## src/rtl/sstat_pkg.sv

```systemverilog
// Shared types and constants for the sample store with running statistics.
// Holds the buffer geometry, the mode codes, the command record passed from
// the front part to the back part, and the back part's state encoding.
`default_nettype none

package sstat_pkg;

    localparam int CAPACITY    = 128;
    localparam int IDX_W       = (CAPACITY > 1) ? $clog2(CAPACITY) : 1;
    localparam int CNT_W       = $clog2(CAPACITY + 1);
    localparam int SUM_W       = 32 + $clog2(CAPACITY);
    localparam int ENTRY_IDX_W = 7;
    localparam int COUNT_OUT_W = 8;
    localparam int CMP_W       = (CNT_W > ENTRY_IDX_W) ? CNT_W : ENTRY_IDX_W;
    localparam int WORD_W      = 32 + 32 + 8;
    localparam int STEP_W      = $clog2(SUM_W + 1);
    localparam int QUEUE_DEPTH = 2;
    localparam int QPTR_W      = (QUEUE_DEPTH > 1) ? $clog2(QUEUE_DEPTH) : 1;
    localparam int QCNT_W      = $clog2(QUEUE_DEPTH + 1);

    typedef enum logic [1:0] {
        MODE_APPEND    = 2'd0,
        MODE_CLEAR     = 2'd1,
        MODE_READ_AT   = 2'd2,
        MODE_READ_LAST = 2'd3
    } mode_t;

    // One classified item: what the back part must write, what it must read,
    // and the statistics state as it stands after the item.
    typedef struct packed {
        logic                    wr_en;
        logic [IDX_W-1:0]        wr_addr;
        logic [31:0]             wr_time;
        logic signed [31:0]      wr_value;
        logic [7:0]              wr_status;
        logic                    rd_found;
        logic [IDX_W-1:0]        rd_addr;
        logic                    accepted;
        logic [CNT_W-1:0]        count;
        logic signed [SUM_W-1:0] sum;
        logic signed [31:0]      least;
        logic signed [31:0]      greatest;
    } cmd_t;

    typedef enum logic [1:0] {
        BK_IDLE,
        BK_DIV,
        BK_DONE
    } back_state_t;

endpackage

`default_nettype wire

```

## src/rtl/sstat_queue.sv

```systemverilog
// Short command queue between the front and back parts, so either side can stall.
// Depends on sstat_pkg for the command record and queue depth.
`default_nettype none

module sstat_queue import sstat_pkg::*; (
    input  wire logic  clk,
    input  wire logic  rst_n,
    input  wire logic  push,
    input  wire cmd_t  push_cmd,
    output logic       full,
    input  wire logic  pop,
    output logic       head_valid,
    output cmd_t       head_cmd
);

    cmd_t              slot_reg [QUEUE_DEPTH];
    logic [QPTR_W-1:0] wr_ptr_reg, wr_ptr_next;
    logic [QPTR_W-1:0] rd_ptr_reg, rd_ptr_next;
    logic [QCNT_W-1:0] fill_reg,   fill_next;

    assign full       = (fill_reg == QCNT_W'(QUEUE_DEPTH));
    assign head_valid = (fill_reg != '0);
    assign head_cmd   = slot_reg[rd_ptr_reg];

    always_comb
    begin
        wr_ptr_next = wr_ptr_reg;
        rd_ptr_next = rd_ptr_reg;
        fill_next   = fill_reg;
        if (push)
        begin
            wr_ptr_next = (wr_ptr_reg == QPTR_W'(QUEUE_DEPTH - 1)) ? '0 : wr_ptr_reg + 1'b1;
        end
        if (pop)
        begin
            rd_ptr_next = (rd_ptr_reg == QPTR_W'(QUEUE_DEPTH - 1)) ? '0 : rd_ptr_reg + 1'b1;
        end
        if (push && !pop)
        begin
            fill_next = fill_reg + 1'b1;
        end
        else if (pop && !push)
        begin
            fill_next = fill_reg - 1'b1;
        end
    end

    always_ff @(posedge clk or negedge rst_n)
    begin
        if (!rst_n)
        begin
            wr_ptr_reg <= '0;
            rd_ptr_reg <= '0;
            fill_reg   <= '0;
        end
        else
        begin
            wr_ptr_reg <= wr_ptr_next;
            rd_ptr_reg <= rd_ptr_next;
            fill_reg   <= fill_next;
        end
    end

    always_ff @(posedge clk)
    begin
        if (push)
        begin
            slot_reg[wr_ptr_reg] <= push_cmd;
        end
    end

endmodule

`default_nettype wire

```

## config.mk

```make
export PLATFORM = sky130hd
export DESIGN_NAME = sstat_queue
export DESIGN_NICKNAME = d
export VERILOG_FILES = /design/src/rtl/sstat_pkg.sv /design/src/rtl/sstat_queue.sv
export SDC_FILE = /design/constraint.sdc
export NUM_CORES = 1
export LEC_CHECK = 0
export ABC_AREA = 1
export BUFFER_PORTS_ARGS = -buffer_cell sky130_fd_sc_hd__buf_2
export CORE_UTILIZATION = 36
export CTS_BUF_LIST = sky130_fd_sc_hd__clkbuf_4
export DETAILED_ROUTE_END_ITERATION = 10
export GPL_TIMING_DRIVEN = 0
export PLACE_DENSITY = 0.63
export SLEW_MARGIN = 30
export SYNTH_ARGS = -nofsm -noshare
export SYNTH_HDL_FRONTEND = slang
export SYNTH_SLANG_ARGS = --single-unit
export TNS_END_PERCENT = 100
```

## constraint.sdc

```tcl
create_clock -name clk -period 8.7 [get_ports clk]
set_input_delay 1.74 -clock clk [delete_from_list [all_inputs] [get_ports clk]]
set_output_delay 1.74 -clock clk [all_outputs]
set_load 0.1 [all_outputs]
```

==> results of run 1 <==
layer usage:
metal | vias up | wire [um] | part of all wire [%]
li1 | 3694 | - | -
met1 | 3815 | 11700 | 38
met2 | 341 | 15000 | 49
met3 | 63 | 3250 | 11
met4 | 10 | 708 | 2.3
met5 | - | 59 | 0.19
area by class of cell:
class                      count  area (um2)  area share [%]
clock inverter                16         121           0.636
sequential                   404       12100            63.4
inverter                       7        33.8           0.177
timing repair buffer         419        2410            12.6
tap                          525         657            3.44
multi-input combinational    214        2340            12.3
clock buffer                 156        1170            6.13
antenna                        3        7.51          0.0393
buffer                        22         241            1.26
synth_stat cells, drive strengths merged:
library cell	count	share of area, %
xnor2	1	0.060
dfrtp	4	0.68
mux2	200	15
nand4	1	0.043
ha	1	0.085
nand3	1	0.034
nand2	6	0.15
edfxtp	400	82
buf	22	1.6
xor2	2	0.12
inv	7	0.18
nor2	2	0.051
per-stage QoR:
stage | std cells | hold slack (ps) | utilization, % | worst slack (ps) | cell area, um2
after global placement | 1577 | 473 | 43.5 | -2070 | 17400
after floorplan | 647 | 442 | - | 1290 | 14700
final | 1766 | 483 | 47.7 | 4680 | 19100
after detailed placement | 1591 | 460 | 44.5 | 5390 | 17800
after CTS | 1763 | 474 | 47.7 | 4520 | 19100
after global routing | 1765 | 527 | 47.7 | 4490 | 19100
worst paths after layout:
| check | from | end | slack (ps) | depth (start not counted) |
|---|---|---|---|---|
| worst min register to register | fill_reg[1] | fill_reg[1] | 480 | 2 |
| min in group asynchronous | rst_n | fill_reg[0] | 770 | 1 |
| worst max register to register | wr_ptr_reg | slot_reg[1][54] | 6870 | 3 |
| worst min-delay path | fill_reg[1] | fill_reg[1] | 480 | 2 |
| worst max-delay path | rd_ptr_reg | head_cmd[131] | 4680 | 4 |
| max in group asynchronous | rst_n | wr_ptr_reg | 7800 | 1 |
worst register-to-register path: cells and delay by family, from the launching register on:
kind | cells | cell delay [ps]
buffers and inverters | 2 | 750
DFF | 1 | 420
and+or+nand+nor | 1 | 160
cells by family (layout without fill, tap and decap cells):
| group | after synthesis | after routing | synth area share [%] |
|---|---|---|---|
| flops | 404 | 404 | 82.3 |
| simple gates | 10 | 10 | 0.281 |
| mux | 200 | 200 | 15.3 |
| other cells | 0 | 3 | 0 |
| buf+inv | 29 | 620 | 1.82 |
| xor+xnor | 3 | 3 | 0.179 |
| fa+ha+maj | 1 | 1 | 0.0850 |
==> results.ini, run 1 <==
[status]
status=finished clean

[worst_setup_path]
crit_path_end_kind=primary output
critPathSlowestCell=dfrtp_1
crit_path_cell_trace=buf_6 > buf_6 > mux2_2 > buf_2
cp_slowest_stage_delay_ps=410
cp.required_ps=6960
cp.arrival_ps=2280
critPathKind=reg2out
crit_buf_inv=3
cp_top_family=buffers and inverters
worst_setup_path_start_kind=flip-flop
worstPathMaxFanout=10
critPathMostFrequentCell=buf_6

[clock_network]
cts_tree=done
htree_num_levels=3
cts_buffers=104
clock_path_buffers=3
clk_pin_slew_ps=60
ctsHoldBuffers=0
cts_sinks=404
post_cts_buffers=0
cts_resized=0
clk_latency_ps=770
cts_root_buffer=clkbuf_4

[global_route]
top_usage_layer=met2
grt_pass1_vias=8194
grtUsageMet3_pct=6.73
grt_use_met1_pct=16.2
met2_usage_pct=23.1
antenna_found_initial=7
grt_max_degree=82
grt_overflow_total=0
grt_first_pass_wirelength_mm=45.4
grtUsageTotal_pct=14.5

[timing]
rsz0062_at_grt=no
worst_pin_slew_ps=556
hold_viol=0
fin_crit_ps=4020
timing.slew.headroom_pct=63.2
tns_ps=0
fmax_ghz=0.249
fin_crit_sh_pct=46.2
finClkSkew_ps=16.3
setup_violations=0
slew_viol_final=0

[logic_synthesis]
ys_ff_latch=404
syn_area_per_cell_um2=22.7
ys_warn_count=0
ys_types=13
ys_seq_area_share_pct=82.3
netlist_instances=647
synth_area_um2=14700
syn_nets=852

[place]
io_buffers=405
place.detailed.hpwl_mm=21.0
gp_congestion=0.735

[floorplanning]
die_height_um=204
start_util_pct=36.8
ios=406
row_count=73
die_area_um2=41700
core-area_um2=40000
die_w_um=204

[layout]
mostFrequentLayoutCells=buf_2, edfxtp_1, mux2_2, clkbuf_4, buf_6
area_growth_pct=29.8
nets=1377
largest_reg_flops=400
mostFrequentLayoutCell=buf_2
drive_gt1_share_pct=65.3
fill_cells=3490

[routing]
avgViaCountPerCell=4.49
wl_mm=30.7
firstDrtPassIters=4
dr.first_iter.drc_count=280
via_count=7923
wl_per_cell_um=17.4
ant_nets=0
drc=0

[hold_path]
hp-class=reg2reg

[run]
maxCapViolations=0

Power of run 1 is left out: the tool's default activity adds up to more than one toggle a clock period on the data nets, which glitch-free logic cannot reach.
==> run 2: changes to the inputs <==
==> constraint.sdc (replaced) <==
create_clock -name clk -period 3.4 [get_ports clk]
set_input_delay 0.68 -clock clk [delete_from_list [all_inputs] [get_ports clk]]
set_output_delay 0.68 -clock clk [all_outputs]
set_load 0.1 [all_outputs]
==> run 2 against run 1 <==
- count of clock-buffer cells in the layout fell by 5
- wire length is 8.4% higher
- first-iteration DRC count up 3.9%
- highest routed layer is now met4
- register-to-register slack worse by 5600 ps
- non-clock buffer count rose by 193
- cell area is 10% higher
- core utilization increased by 5.0 points
- clock skew increased by 17 ps
- hold slack got worse by 350 ps
- global-route usage rose by 1.4 points
==> results.ini, run 2 (synthesized netlist as in run 1, its figures left out) <==
[status]
status=finished clean

[routing]
wl_mm=33.3  ; +8.4%
avgViaCountPerCell=4.44  ; -1.1%
via_count=8687  ; +9.6%
wl_per_cell_um=17.0  ; -2.2%
dr.first_iter.drc_count=291  ; +3.9%
ant_nets=0  ; unchanged
firstDrtPassIters=4  ; unchanged
drc=0  ; unchanged

[worst_setup_path]
cp_slowest_stage_delay_ps=410  ; about the same
cp.arrival_ps=2300  ; +20 ps
cp_top_family=buffers and inverters
critPathSlowestCell=dfrtp_1
crit_path_cell_trace=buf_6 > buf_6 > mux2_2 > buf_2
worstPathMaxFanout=10  ; unchanged
crit_buf_inv=3  ; unchanged
cp.required_ps=2720  ; -4240 ps
rr_worst_depth=6  ; +3
critPathKind=reg2out
critPathMostFrequentCell=buf_6
worst_setup_path_start_kind=flip-flop
cp_num_cells=4  ; unchanged
crit_path_end_kind=primary output

[clock_network]
cts_buffers=106  ; +1.9%
cts_resized=0  ; unchanged
post_cts_buffers=0  ; unchanged
cts_sinks=404  ; unchanged
cts_tree=done
clk_latency_ps=780  ; about the same
ctsHoldBuffers=188  ; +188
htree_num_levels=3  ; unchanged
clk_pin_slew_ps=60  ; about the same
cts_root_buffer=clkbuf_4
clock_path_buffers=3  ; unchanged

[floorplanning]
die_height_um=204  ; unchanged
ios=406  ; unchanged
start_util_pct=36.8  ; unchanged
row_count=73  ; unchanged
die_area_um2=41700  ; unchanged
die_w_um=204  ; unchanged
core-area_um2=40000  ; unchanged

[hold_path]
hp-class=in2reg
min_path_cells=1  ; -1

[layout]
mostFrequentLayoutCells=buf_2, edfxtp_1, mux2_2, dlygate4sd3_1, clkbuf_4
drive_gt1_share_pct=56.5  ; -8.9 points
largest_reg_flops=400  ; unchanged
area_growth_pct=43.3
nets=1572  ; +14%
final_core_util_pct=52.7  ; +5.0 points
mostFrequentLayoutCell=buf_2
fill_cells=3266  ; -6.4%
regArea_um2=12100  ; unchanged
multiInputGateArea_um2=2360  ; +0.70%

[global_route]
grt_overflow_total=0  ; unchanged
grt_first_pass_wirelength_mm=50.1  ; +10%
grt_max_degree=28  ; -66%
grt_pass1_vias=9441  ; +15%
antenna_found_initial=4  ; -3
grtUsageTotal_pct=15.8  ; +1.4 points

[place]
io_buffers=405  ; unchanged
dpl_worst_slack_ps=749  ; -4640 ps
gp_congestion=0.729  ; -0.80%
place.detailed.hpwl_mm=22.0  ; +4.9%

[timing]
setup_violations=0  ; unchanged
fmax_ghz=0.336
finClkSkew_ps=33.5  ; +17.2 ps
rsz0062_at_grt=no
hold_viol=0  ; unchanged
timing.slew.headroom_pct=58.3  ; -4.9 points
worst_pin_slew_ps=623  ; +67.6 ps
fin_crit_sh_pct=87.5
tns_ps=0  ; unchanged
fin_crit_ps=2980
slew_viol_final=0  ; unchanged
fin_ws_ps=424  ; -4260 ps

[run]
maxCapViolations=0  ; unchanged

==> run 2: changes by cell type in the layout (fill, tap and decap cells not counted), moves of 2 or more <==
cell,before,now
clkinv_2,4,0
inv_2,3,1
clkbuf_4,156,151
dlygate4sd3_1,0,188
clkinv_4,0,2
clkinv_1,6,13
buf_12,0,6
==> run 2: layout make-up <==
class,count,share of cell area [%]
inverter,7,0.202
antenna,4,0.0475
sequential,404,57.5
multi-input combinational,214,11.2
timing repair buffer,612,20.8
buffer,22,1.15
clock inverter,19,0.653
clock buffer,151,5.38
tap,525,3.12
==> run 2: per-stage QoR <==
stage | instance area [um2] | cells | hold WS [ps]
CTS | 21100 | 1954 | 0.917
global placement | 17400 | 1577 | 466
detailed placement | 17900 | 1596 | 491
finish | 21100 | 1958 | 138
floorplan | 14800 | 647 | 384
global route | 21100 | 1958 | 27.0
==> run 2: worst reg2reg max path, delay by kind of cell, from the launching register on <==
family | cells | cell delay (ps)
DFF | 1 | 480
buffers and inverters | 5 | 1340
and+or+nand+nor | 1 | 100
==> run 2: layer usage <==
metal / part of all wire [%] / up-vias / global-route usage [%]
li1: - / 4101 / -
met1: 38 / 4174 / 17.1
met2: 52 / 369 / 27.2
met3: 8.7 / 43 / 6.06
met4: 2.0 / 0 / 7.36
met5: 0 / - / 0
==> run 2: worst paths after layout <==
| check | startpoint | end | slack, ps |
|---|---|---|---|
| max in group asynchronous | rst_n | wr_ptr_reg | 2990 |
| setup reg to reg | wr_ptr_reg | slot_reg[1][1] | 1260 |
| setup / recovery | rd_ptr_reg | head_cmd[54] | 420 |
| min in group asynchronous | rst_n | rd_ptr_reg | 280 |
| hold / removal | push_cmd[167] | slot_reg[1][167] | 140 |
| hold reg to reg | fill_reg[1] | fill_reg[1] | 500 |
Power of run 2 is left out for the same reason.
