## src/rtl/sstat_pkg.sv

```systemverilog
// Shared types and constants for the sample store with running statistics.
// Holds the buffer geometry, the mode codes, the command record passed from
// the front part to the back part, and the back part's state encoding.
`default_nettype none

package sstat_pkg;

    localparam int CAPACITY    = 128;
    localparam int IDX_W       = (CAPACITY > 1) ? $clog2(CAPACITY) : 1;
    localparam int CNT_W       = $clog2(CAPACITY + 1);
    localparam int SUM_W       = 32 + $clog2(CAPACITY);
    localparam int ENTRY_IDX_W = 7;
    localparam int COUNT_OUT_W = 8;
    localparam int CMP_W       = (CNT_W > ENTRY_IDX_W) ? CNT_W : ENTRY_IDX_W;
    localparam int WORD_W      = 32 + 32 + 8;
    localparam int STEP_W      = $clog2(SUM_W + 1);
    localparam int QUEUE_DEPTH = 2;
    localparam int QPTR_W      = (QUEUE_DEPTH > 1) ? $clog2(QUEUE_DEPTH) : 1;
    localparam int QCNT_W      = $clog2(QUEUE_DEPTH + 1);

    typedef enum logic [1:0] {
        MODE_APPEND    = 2'd0,
        MODE_CLEAR     = 2'd1,
        MODE_READ_AT   = 2'd2,
        MODE_READ_LAST = 2'd3
    } mode_t;

    // One classified item: what the back part must write, what it must read,
    // and the statistics state as it stands after the item.
    typedef struct packed {
        logic                    wr_en;
        logic [IDX_W-1:0]        wr_addr;
        logic [31:0]             wr_time;
        logic signed [31:0]      wr_value;
        logic [7:0]              wr_status;
        logic                    rd_found;
        logic [IDX_W-1:0]        rd_addr;
        logic                    accepted;
        logic [CNT_W-1:0]        count;
        logic signed [SUM_W-1:0] sum;
        logic signed [31:0]      least;
        logic signed [31:0]      greatest;
    } cmd_t;

    typedef enum logic [1:0] {
        BK_IDLE,
        BK_DIV,
        BK_DONE
    } back_state_t;

endpackage

`default_nettype wire

```

## src/rtl/sstat_sample_if.sv

```systemverilog
// Input channel of the sample store: valid/ready handshake plus one sample item.
// Depends on sstat_pkg for the entry index width.
`default_nettype none

interface sstat_sample_if import sstat_pkg::*; ();
    logic                    valid;
    logic                    ready;
    logic [1:0]              mode;
    logic [31:0]             sample_time;
    logic signed [31:0]      sample_value;
    logic [7:0]              sample_status;
    logic [ENTRY_IDX_W-1:0]  entry_index;

    modport source (
        output valid, mode, sample_time, sample_value, sample_status, entry_index,
        input  ready
    );

    modport sink (
        input  valid, mode, sample_time, sample_value, sample_status, entry_index,
        output ready
    );
endinterface

`default_nettype wire

```

## src/rtl/sstat_front.sv

```systemverilog
// Front part: takes sample items, keeps count, running sum, minimum and maximum,
// and hands a classified command to the queue. Depends on sstat_pkg, sstat_sample_if.
`default_nettype none

module sstat_front import sstat_pkg::*; (
    input  wire logic         clk,
    input  wire logic         rst_n,
    sstat_sample_if.sink      samples,
    input  wire logic         q_full,
    output logic              push,
    output cmd_t              push_cmd
);

    logic [CNT_W-1:0]        count_reg,    count_next;
    logic signed [SUM_W-1:0] sum_reg,      sum_next;
    logic signed [31:0]      least_reg,    least_next;
    logic signed [31:0]      greatest_reg, greatest_next;

    logic                    full;
    logic signed [SUM_W-1:0] value_ext;
    mode_t                   mode;

    assign samples.ready = !q_full;
    assign push          = samples.valid && !q_full;

    assign mode      = mode_t'(samples.mode);
    assign full      = (count_reg == CNT_W'(CAPACITY));
    assign value_ext = SUM_W'(samples.sample_value);

    always_comb
    begin
        count_next    = count_reg;
        sum_next      = sum_reg;
        least_next    = least_reg;
        greatest_next = greatest_reg;

        push_cmd           = '0;
        push_cmd.wr_addr   = count_reg[IDX_W-1:0];
        push_cmd.wr_time   = samples.sample_time;
        push_cmd.wr_value  = samples.sample_value;
        push_cmd.wr_status = samples.sample_status;

        case (mode)
            MODE_APPEND:
            begin
                if (!full)
                begin
                    push_cmd.wr_en    = 1'b1;
                    push_cmd.accepted = 1'b1;
                    if (count_reg == '0)
                    begin
                        least_next    = samples.sample_value;
                        greatest_next = samples.sample_value;
                    end
                    else
                    begin
                        if (samples.sample_value < least_reg)
                        begin
                            least_next = samples.sample_value;
                        end
                        if (samples.sample_value > greatest_reg)
                        begin
                            greatest_next = samples.sample_value;
                        end
                    end
                    sum_next   = sum_reg + value_ext;
                    count_next = count_reg + 1'b1;
                end
            end
            MODE_CLEAR:
            begin
                count_next    = '0;
                sum_next      = '0;
                least_next    = '0;
                greatest_next = '0;
            end
            MODE_READ_AT:
            begin
                if ((CMP_W'(samples.entry_index) < CMP_W'(count_reg)) &&
                    (CMP_W'(samples.entry_index) < CMP_W'(CAPACITY)))
                begin
                    push_cmd.rd_found = 1'b1;
                    push_cmd.rd_addr  = IDX_W'(samples.entry_index);
                end
            end
            MODE_READ_LAST:
            begin
                if (count_reg != '0)
                begin
                    push_cmd.rd_found = 1'b1;
                    push_cmd.rd_addr  = IDX_W'(count_reg - 1'b1);
                end
            end
            default:
            begin
            end
        endcase

        push_cmd.count    = count_next;
        push_cmd.sum      = sum_next;
        push_cmd.least    = least_next;
        push_cmd.greatest = greatest_next;
    end

    always_ff @(posedge clk or negedge rst_n)
    begin
        if (!rst_n)
        begin
            count_reg    <= '0;
            sum_reg      <= '0;
            least_reg    <= '0;
            greatest_reg <= '0;
        end
        else if (push)
        begin
            count_reg    <= count_next;
            sum_reg      <= sum_next;
            least_reg    <= least_next;
            greatest_reg <= greatest_next;
        end
    end

endmodule

`default_nettype wire

```

## src/flat_wrapper.sv

```systemverilog
// flat-port wrapper written by rule: the top's interface ports become plain ports
module sstat_front_flat import sstat_pkg::*;
  (clk, rst_n, q_full, push, push_cmd, samples_valid, samples_mode, samples_sample_time, samples_sample_value, samples_sample_status, samples_entry_index, samples_ready);
  sstat_sample_if samples_i ();
  input  wire logic clk;
  input  wire logic rst_n;
  input  wire logic q_full;
  output logic push;
  output cmd_t push_cmd;
  input wire logic [$bits(samples_i.valid)-1:0] samples_valid;
  input wire logic [$bits(samples_i.mode)-1:0] samples_mode;
  input wire logic [$bits(samples_i.sample_time)-1:0] samples_sample_time;
  input wire logic [$bits(samples_i.sample_value)-1:0] samples_sample_value;
  input wire logic [$bits(samples_i.sample_status)-1:0] samples_sample_status;
  input wire logic [$bits(samples_i.entry_index)-1:0] samples_entry_index;
  output wire logic [$bits(samples_i.ready)-1:0] samples_ready;
  assign samples_i.valid = samples_valid;
  assign samples_i.mode = samples_mode;
  assign samples_i.sample_time = samples_sample_time;
  assign samples_i.sample_value = samples_sample_value;
  assign samples_i.sample_status = samples_sample_status;
  assign samples_i.entry_index = samples_entry_index;
  assign samples_ready = samples_i.ready;
  sstat_front u_core (.clk(clk), .rst_n(rst_n), .samples(samples_i), .q_full(q_full), .push(push), .push_cmd(push_cmd));
endmodule
```

## config.mk

```make
export PLATFORM = sky130hd
export DESIGN_NAME = sstat_front_flat
export DESIGN_NICKNAME = d
export VERILOG_FILES = /design/src/rtl/sstat_pkg.sv /design/src/rtl/sstat_sample_if.sv /design/src/rtl/sstat_front.sv /design/src/flat_wrapper.sv
export SDC_FILE = /design/constraint.sdc
export NUM_CORES = 1
export LEC_CHECK = 0
export BUFFER_PORTS_ARGS = -buffer_cell sky130_fd_sc_hd__buf_4
export CORE_ASPECT_RATIO = 1.25
export CORE_UTILIZATION = 54
export DETAILED_ROUTE_END_ITERATION = 12
export PLACE_DENSITY_LB_ADDON = 0.1
export SLEW_MARGIN = 20
export SYNTH_ARGS = -nofsm -noshare
export SYNTH_HDL_FRONTEND = slang
export SYNTH_SLANG_ARGS = --single-unit
```

## constraint.sdc

```tcl
create_clock -name clk -period 4.2 [get_ports clk]
set_input_delay 0.63 -clock clk [delete_from_list [all_inputs] [get_ports clk]]
set_output_delay 0.63 -clock clk [all_outputs]
set_load 0.05 [all_outputs]
```

==> metrics, run 1 <==
Cell variety after synth 64; worst slew pin tran 0.9591 ns; vias approximately 9300; area grow syn2layout 17.12%; post-synthesis net count between 1000 and 1500; clk_lat worst skew around 0.36 ns; core area 18100 µm²; Die Wd 123.8 µm; CP top delay family buffers and inverters; xor/xnor share of the synthesized area 0.03589; DRC 0; critical path's slowest cell o311ai_0; proportion of synthesized area in mux cells 0.01451; Critical Path Max Stage Delay roughly 0.43 ns; chip height between 150 and 200 µm; Pleak between 5 and 6 nW; Reg-to-Reg Start u_core.greatest_reg[21]; buffers plus inverters on the worst setup path 5; final period utilization 0.9573; synthesized-area fraction occupied by adder cells 0.1396; Fin Hold WS 0.1618 ns; Layout Skew between 0.008 and 0.009 ns; drt pass-1 iters 5; critical path depth 12; Setup crit start kind primary input; Flop pwr share 0.210; clock power share 0.108; Avg Cell Area, Syn between 8 and 9 µm²; Routed WL just under 30 mm; NetSw 0.004515 W; Clock Tree Root clkbuf_16; Pwr Total 0.008751 W; WS Path Type in -> out; worst-path fanout max 11; fin. max-slew vios 0; vias in the first global route 8721; Worst Hold Class in -> async; crit path from samples_sample_value[31]; Peak VDD IR just under 0.5 mV; post-layout minimum cycle time about 4 ns; Gate Count Post-Synth about 1100; PortBufs between 200 and 250; max_cap viols 0; outcome finished, final reports clean; Combinational Power Share 0.683; first-pass GRT wire length 46.11 mm; clock buffer depth 2; remaining antenna violation count 0; final RePlAce weighted congestion between 0.8 and 0.9; R2R depth 13; largest net degree at the start of global routing between 70 and 80; initial drt markers 600; simple-gate area share of the yosys netlist 0.1043; IO Pins 287; Post-synth EDFFs 0; final setup vio count 0; main combinational cell family by area after synthesis compound AO/OA/AOI/OAI gates; CTS buffer count 9; Avg Vias per Cell between 6 and 7; fillcell total around 1600; CP Data Arrival Time approximately 3.4 ns; sw frac 0.5159; # H-tree levels 3; GR Util All Layers 0.3122; critical-path cell list buf_4 -> ha_1 -> nand4_1 -> nor4_1 -> buf_4 -> nor2_1 -> o211ai_1 -> o211ai_1 -> buf_4 -> o311ai_0 -> buf_4 -> buf_4; CTS sink count about 110; Critical Path Sink Type primary output; Worst EP required between 3 and 4 ns; Most used DFF post-synth dfrtp_1; max reg flops 39; CTS tree built; Mapped Area ~10000 µm²; R2R Path End u_core.greatest_reg[19]; PostCTS Resize Cnt 0; final hold violations 0; register area share after synthesis 0.2776; power per cell area around 750 nW/µm²; Synth Warn # 0; cell mode on critical path buf_4; post-layout util 0.6475; setup repair bufs after CTS 0; diodes inserted 0; initial antenna violation count 0; internal power roughly 0.0042 W; Clock transition at path regs approximately 0.07 ns; Compound-Gate Fraction of Synth Area 0.3099; gr ovfl total 0; Cell Rows 55; Post-DP HPWL between 20 and 25 mm; async set-reset flop share out of synthesis 1.000; Initial Util 0.5529; die area ~19000 µm²; #FFs+latches synth about 110; Hold Buf Count CTS 0; Reg2Reg Setup Slack 0.89 ns; Fmax achieved around 0.25 GHz; Final nets 1447; layout cells sized above 1 0.2311; WL/cell roughly 20 µm; slew margin rel. 0.3606
==> metal layers <==
layer | up-vias | global-route usage | share of wire
li1 | 4371 | - | -
met1 | 4518 | 0.4196 | 0.44
met2 | 324 | 0.4987 | 0.47
met3 | 71 | 0.03872 | 0.051
met4 | 0 | 0.1360 | 0.034
met5 | - | 0 | 0
==> synth_stat cells (26+ instances only) <==
| cell | count | area [µm²] |
|---|---|---|
| xnor2_1 | 26 | 227.7 |
| nand2_1 | 86 | 322.8 |
| clkbuf_1 | 33 | 123.9 |
| nor2_1 | 35 | 131.4 |
| dfrtp_1 | 111 | 2778 |
| inv_1 | 84 | 315.3 |
| a22o_1 | 158 | 1384 |
| o21ai_0 | 43 | 215.2 |
| buf_4 | 80 | 600.6 |
| a21oi_1 | 47 | 235.2 |
| a21o_1 | 58 | 435.4 |
| nand4_1 | 32 | 200.2 |
| ha_1 | 110 | 1376 |
==> how the worst max path moves through the flow <==
stage / end / slack [ns]
CTS: push_cmd[88] / 0.05
floorplan: push_cmd[0] / -0.46
detailed placement: push_cmd[88] / 0.07
finish: push_cmd[30] / 0.18
global placement: push_cmd[88] / 0.1
global route: push_cmd[39] / -0.002
==> power groups by stage <==
stage | logic [W] | clock network [W] | registers (W)
2_1_floorplan | 0.00449 | 0 | 0.00172
3_3_place_gp | 0.00582 | 0 | 0.00183
3_5_place_dp | 0.00588 | 0 | 0.00184
4_1_cts | 0.00592 | 0.000959 | 0.00182
5_1_grt | 0.00642 | 0.00101 | 0.00189
6_report | 0.00597 | 0.000945 | 0.00183
==> area by class of cell <==
type | count | area [µm²] | share of cell area
Multi-Input combinational cell | 796 | 6078 | 0.5187
Sequential cell | 111 | 2778 | 0.2370
Timing Repair Buffer | 248 | 1944 | 0.1659
Inverter | 85 | 319.1 | 0.02723
Tap cell | 228 | 285.3 | 0.02434
Clock buffer | 12 | 246.5 | 0.02103
Clock inverter | 3 | 67.56 | 0.005766
==> cells in the final DEF, fill, tap and decap left out, drive strengths merged, types with 26 or more instances in the layout <==
cell type	n
buf	248
nand2	86
dfrtp	111
a21oi	48
a21o	58
o21ai	61
ha	110
a22o	158
xnor2	26
inv	84
nor2	35
nand4	32
==> per-stage QoR <==
stage                     cells  setup slack [ns]  cell area, µm²  setup TNS (ns)
final                      1483            0.1792           11720               0
after global routing       1483         -0.002245           11720       -0.003499
after CTS                  1482           0.04552           11660               0
after detailed placement   1467           0.06595           11340               0
after global placement     1467           0.09752           11340               0
after floorplan            1134           -0.4586           10010          -2.293
==> cell families (layout without fill, tap and decap cells) <==
logic type,count (synthesis),count (layout)
compound gates,411,411
buf+inv,227,348
simple gates,220,220
fa+ha+maj,111,111
flops,111,111
xor+xnor,41,41
mux,13,13
Power figures use the tool's default switching activity.
==> inputs of run 2 (changes only) <==
Settings changed: CORE_UTILIZATION 54 to 35, GPL_TIMING_DRIVEN set to 0.
==> run 2 against run 1 <==
Net effect: sequential power barely moved; register-to-register slack gained 0.11 ns; die area up 53%; clock skew up 0.0038 ns; power is 3.4% higher; final cell count rose by 18%; cell area up 10%; setup slack worse by 0.044 ns; routed wire length up 15%; clock-buffer cell count up 2; core utilization down 18 points; first-iteration DRC count fell by 30%; critical path type unchanged; critical endpoint is now push_cmd[42]; largest cell class unchanged.
==> metrics, run 2 (synthesis gave the netlist of run 1 again) <==
IO Pins ~290; final RePlAce weighted congestion between 0.8 and 0.9; die area about 29000 µm²; placed cell count between 1500 and 2000; WL/cell about 19 µm; Cell Rows about 70; cell mode on critical path buf_4; Die Wd ~150 µm; gr ovfl total 0; Combinational Power Share 0.687; most frequent cells in the layout buf_4 (335), a22o_1 (158), dfrtp_1 (111), ha_1 (110), nand2_1 (85); fin. max-slew vios 0; Setup crit start kind primary input; R2R depth 9; Critical Path Sink Type primary output; Flop pwr share 0.199; CP top delay family compound AO/OA/AOI/OAI gates; CTS buffer count 9; vias in the first global route 9254; area grow syn2layout 28.80%; drt pass-1 iters 5; Fin Hold WS roughly 0.22 ns; placed inst area 12310 µm²; Layout Skew between 0.01 and 0.015 ns; final std cells w/o fill between 1500 and 2000; sw frac 0.5191; vias between 9000 and 10000; final setup vio count 0; outcome finished, final reports clean; R2R Path End u_core.sum_reg[29]; WS Path Type in -> out; initial drt markers between 400 and 500; Worst EP required roughly 3.6 ns; largest net degree at the start of global routing 58; Avg Vias per Cell approximately 5.5; critical-path cell list buf_4 -> ha_1 -> a21o_1 -> a21o_1 -> a21oi_1 -> o21a_1 -> o221ai_1 -> a211oi_2 -> mux2i_2 -> buf_4 -> o21bai_2 -> buf_4 -> a22o_1 -> buf_4; worst-path fanout max 10; Peak VDD IR roughly 0.25 mV; Final nets approximately 1600; final hold violations 0; core area around 28000 µm²; CP Data Arrival Time 3.43 ns; chip height 191.0 µm; # H-tree levels 3; post-layout instance area between 10000 and 15000 µm²; Clock Tree Root clkbuf_16; clock power share 0.114; Post-DP HPWL ~26 mm; power per cell area around 700 nW/µm²; slew margin rel. 0.4496; PortBufs about 250; clk_lat worst skew 0.37 ns; Routed WL between 30 and 40 mm; Reg2Reg Setup Slack 1.00 ns; remaining antenna violation count 0; fillcell total about 2800; diodes inserted 0; critical path's slowest cell ha_1; worst slew pin tran 0.8225 ns; NetSw about 0.0047 W; max reg flops 39; RSZ-0062 raised after global routing true; Fmax achieved approximately 0.25 GHz; initial antenna violation count 0; most common cell after layout, fill and taps aside buf_4; post-layout minimum cycle time just over 4 ns; Initial Util 0.3596; internal power 0.004353 W; DRC 0; Pleak ~6.5 nW; final period utilization 0.9678; buffers plus inverters on the worst setup path 4; GR Util All Layers 0.2289; max_cap viols 0; CTS sink count roughly 110; Critical Path Max Stage Delay around 0.31 ns; Reg-to-Reg Start u_core.count_reg[0]; layout cells sized above 1 0.3016; first-pass GRT wire length 51.74 mm; Worst Hold Class in -> async; CTS tree built; Pwr Total approximately 0.009 W; clock buffer depth 2; Clock transition at path regs approximately 0.08 ns
[run 2: cell types whose count changed in the layout (fill, tap and decap cells not counted), moves of 3 or more]
| cell | change |
|---|---|
| buf_12 | -4 |
| buf_2 | +17 |
| buf_4 | +93 |
| buf_6 | +7 |
| clkbuf_1 | +21 |
| clkbuf_4 | +4 |
| clkbuf_8 | +3 |
[run 2: worst register-to-register path, delay by kind of cell (launching register included)]
family / cells / cell delay, ns
DFF: 1 / 0.48
AOI/OAI and AO/OA: 1 / 0.22
buffers and inverters: 3 / 0.85
and+or+nand+nor: 4 / 1.37
adders and majority gates: 1 / 0.22
[run 2: cell type report]
| type | count | area (µm²) | area share |
|---|---|---|---|
| Multi-Input combinational cell | 796 | 6152 | 0.4774 |
| Buffer | 133 | 872.1 | 0.06767 |
| Clock buffer | 14 | 284.0 | 0.02204 |
| Sequential cell | 111 | 2778 | 0.2155 |
| Clock inverter | 2 | 60.06 | 0.004660 |
| Tap cell | 350 | 437.9 | 0.03398 |
| Inverter | 85 | 319.1 | 0.02476 |
| Timing Repair Buffer | 258 | 1984 | 0.1540 |
[run 2: power groups by stage]
stage          logic, W  clock network [W]  registers (W)
4_1_cts         0.00616            0.00105        0.00180
5_1_grt         0.00673            0.00109        0.00186
3_5_place_dp    0.00604                  0        0.00182
6_report        0.00622            0.00103        0.00180
3_3_place_gp    0.00600                  0        0.00181
2_1_floorplan   0.00449                  0        0.00172
[run 2: worst max path at each step]
stage / end / cells past startpoint / start
detailed placement: push_cmd[1] / 11 / samples_sample_value[31]
global route: push_cmd[51] / 13 / u_core.least_reg[25]
finish: push_cmd[42] / 14 / samples_sample_value[25]
CTS: push_cmd[102] / 13 / samples_sample_value[31]
floorplan: push_cmd[0] / 8 / samples_sample_value[15]
global placement: push_cmd[1] / 11 / samples_sample_value[31]
[run 2: through the flow]
stage          utilization   TNS, ns  setup WS, ns
2_1_floorplan            -    -2.293       -0.4586
3_3_place_gp        0.4415    -12.13       -0.5368
3_5_place_dp        0.4426    -13.11       -0.5624
4_1_cts             0.4594         0      0.002220
5_1_grt             0.4632  -0.01513      -0.01342
6_report            0.4632         0        0.1351
[run 2: metal layers]
| metal | vias up | track usage | part of all wire |
|---|---|---|---|
| met4 | 0 | 0.06721 | 0.018 |
| met5 | - | 0 | 0 |
| li1 | 4645 | - | - |
| met2 | 282 | 0.4080 | 0.50 |
| met1 | 4577 | 0.2870 | 0.43 |
| met3 | 33 | 0.02925 | 0.044 |
[run 2: timing repair]
action	in CTS	in global routing
hold buffers	0	0
pin swaps	3	8
setup buffers	8	4
endpoints found under the setup margin	71	80
resized for setup	14	36
==> inputs of run 3 (changes only) <==
Clock period 4.2 ns to 4.95 ns, I/O delays scaled along.
==> run 3 against run 2 <==
Net effect: via count down 0.55%; highest routed layer unchanged; critical path type unchanged; clock-buffer cell count is the same; global-route usage down 0.074 points; sequential share of layout area grew 0.38 points; power shrank 17%; non-clock buffer count fell by 3; first-iteration DRC count grew 20%; combinational power decreased by 18%.
==> metrics, run 3 (synthesis gave the netlist of run 1 again) <==
outcome finished, final reports clean; initial antenna violation count 0; Reg-to-Reg Start u_core.count_reg[0]; Clock Tree Root clkbuf_16; final RePlAce weighted congestion approximately 0.84; worst-path fanout max 14; WL met1 roughly 15 mm; final hold violations 0; internal power 0.003594 W; Hold Buf Count CTS 0; final period utilization 0.9460; CP Data Arrival Time between 3 and 4 ns; clock buffer depth 2; vias in the first global route 9232; placed cell count 1730; WL/cell approximately 19 µm; sw frac 0.5225; PostCTS Resize Cnt 1; PortBufs approximately 250; Flop pwr share 0.204; clk_lat worst skew about 0.37 ns; clock power share 0.116; RSZ-0062 raised after global routing false; final setup vio count 0; post-layout minimum cycle time between 4 and 5 ns; IO Pins 287; max_cap viols 0; Setup crit start kind primary input; vias ~9500; CTS tree built; Worst Hold Class in -> async; total negative slack 0 ns; fillcell total ~2800; CTS sink count about 110; worst slew pin tran approximately 0.8 ns; most common cell after layout, fill and taps aside buf_4; drt pass-1 iters 5; chip height around 190 µm; Clock transition at path regs about 0.08 ns; Pwr Total about 0.0075 W; max reg flops 39; Critical Path Sink Type primary output; remaining antenna violation count 0; Final nets 1587; gr ovfl total 0; core area approximately 28000 µm²; Sequential Area between 2000 and 3000 µm²; placed inst area between 10000 and 15000 µm²; layout cells sized above 1 0.2787; Combinational Power Share 0.680; final std cells w/o fill ~1700; Die Wd between 150 and 200 µm; multi-input logic area between 6000 and 7000 µm²; crit path from samples_sample_value[31]; setup repair bufs after CTS 0; power per cell area roughly 590 nW/µm²; largest net degree at the start of global routing between 50 and 60; Routed WL between 30 and 40 mm; Post-DP HPWL 26.24 mm; diodes inserted 0; GR Util All Layers 0.2282; post-layout instance area 12660 µm²; die area roughly 30000 µm²; first-pass GRT wire length 51.59 mm; # H-tree levels 3; Initial Util 0.3596; most frequent cells in the layout buf_4 (324), a22o_1 (158), dfrtp_1 (111), ha_1 (110), nand2_1 (86); Avg Vias per Cell 5.432; Worst EP required 4.21 ns; Fmax achieved ~0.21 GHz; Peak VDD IR between 0.2 and 0.25 mV; wire length on met2 about 17 mm; Layout Skew 0.01201 ns; slew margin rel. 0.4644; WS Path Type in -> out; fin. max-slew vios 0; initial drt markers slightly above 500; Pleak approximately 6.4 nW; area grow syn2layout 26.57%; NetSw 0.003932 W; Cell Rows between 60 and 70; metal3 WL about 1.4 mm; DRC 0; CTS buffer count 9; highest routed metal layer met4
==> run 3: cell types whose count changed in the layout (fill, tap and decap cells not counted), moves of 4 or more <==
| cell | previous run | this run |
|---|---|---|
| buf_2 | 17 | 25 |
| buf_4 | 335 | 324 |
| buf_6 | 7 | 1 |
| clkbuf_1 | 23 | 34 |
| clkbuf_4 | 4 | 0 |
==> run 3: path summary, 6_finish.rpt <==
kind                            slack (ns)                       to  cells past startpoint
worst max-delay path                  0.27              push_cmd[1]                     11
worst min-delay path                  0.34      u_core.count_reg[2]                      1
worst max register to register        1.65       u_core.sum_reg[29]                      9
worst min register to register        0.52        u_core.sum_reg[7]                      2
max in group asynchronous             3.90  u_core.greatest_reg[24]                      2
min in group clk                      0.52        u_core.sum_reg[7]                      2
==> run 3: stage by stage <==
step / setup WS (ns) / utilization / hold slack, ns
global route: 0.01952 / 0.4552 / 0.3713
floorplan: 0.06640 / - / 0.4469
global placement: -0.01180 / 0.4415 / 0.4962
detailed placement: -0.03740 / 0.4426 / 0.4992
CTS: 0.1595 / 0.4552 / 0.3528
finish: 0.2674 / 0.4552 / 0.3368
==> run 3: critical path, stage by stage <==
cell      delay [ns]
buf_4           0.19
ha_1            0.37
nand4_1         0.28
nor4_2          0.41
nor2_1          0.11
o211ai_1        0.17
o211ai_1        0.27
a21oi_2         0.59
buf_2           0.39
a22o_1          0.19
buf_4           0.20
==> run 3: routing by layer <==
metal,global-route usage,vias to the layer above
li1,-,4640
met1,0.2888,4565
met2,0.4062,247
met3,0.02675,33
met4,0.06449,0
met5,0,-
==> run 3: power by group through the flow <==
| stage | combinational (W) | clock, W | sequential [W] |
|---|---|---|---|
| after CTS | 0.00515 | 0.000891 | 0.00153 |
| after global placement | 0.00509 | 0 | 0.00154 |
| after detailed placement | 0.00512 | 0 | 0.00154 |
| after floorplan | 0.00381 | 0 | 0.00146 |
| after global routing | 0.00556 | 0.000926 | 0.00158 |
| final | 0.00512 | 0.000872 | 0.00153 |
==> run 3: cell type report <==
class,instances,area share
timing repair buffer,246,0.1477
clock inverter,2,0.004742
inverter,85,0.02519
tap,350,0.03458
buffer,142,0.06827
clock buffer,14,0.02243
sequential,111,0.2193
multi-input combinational,796,0.4778
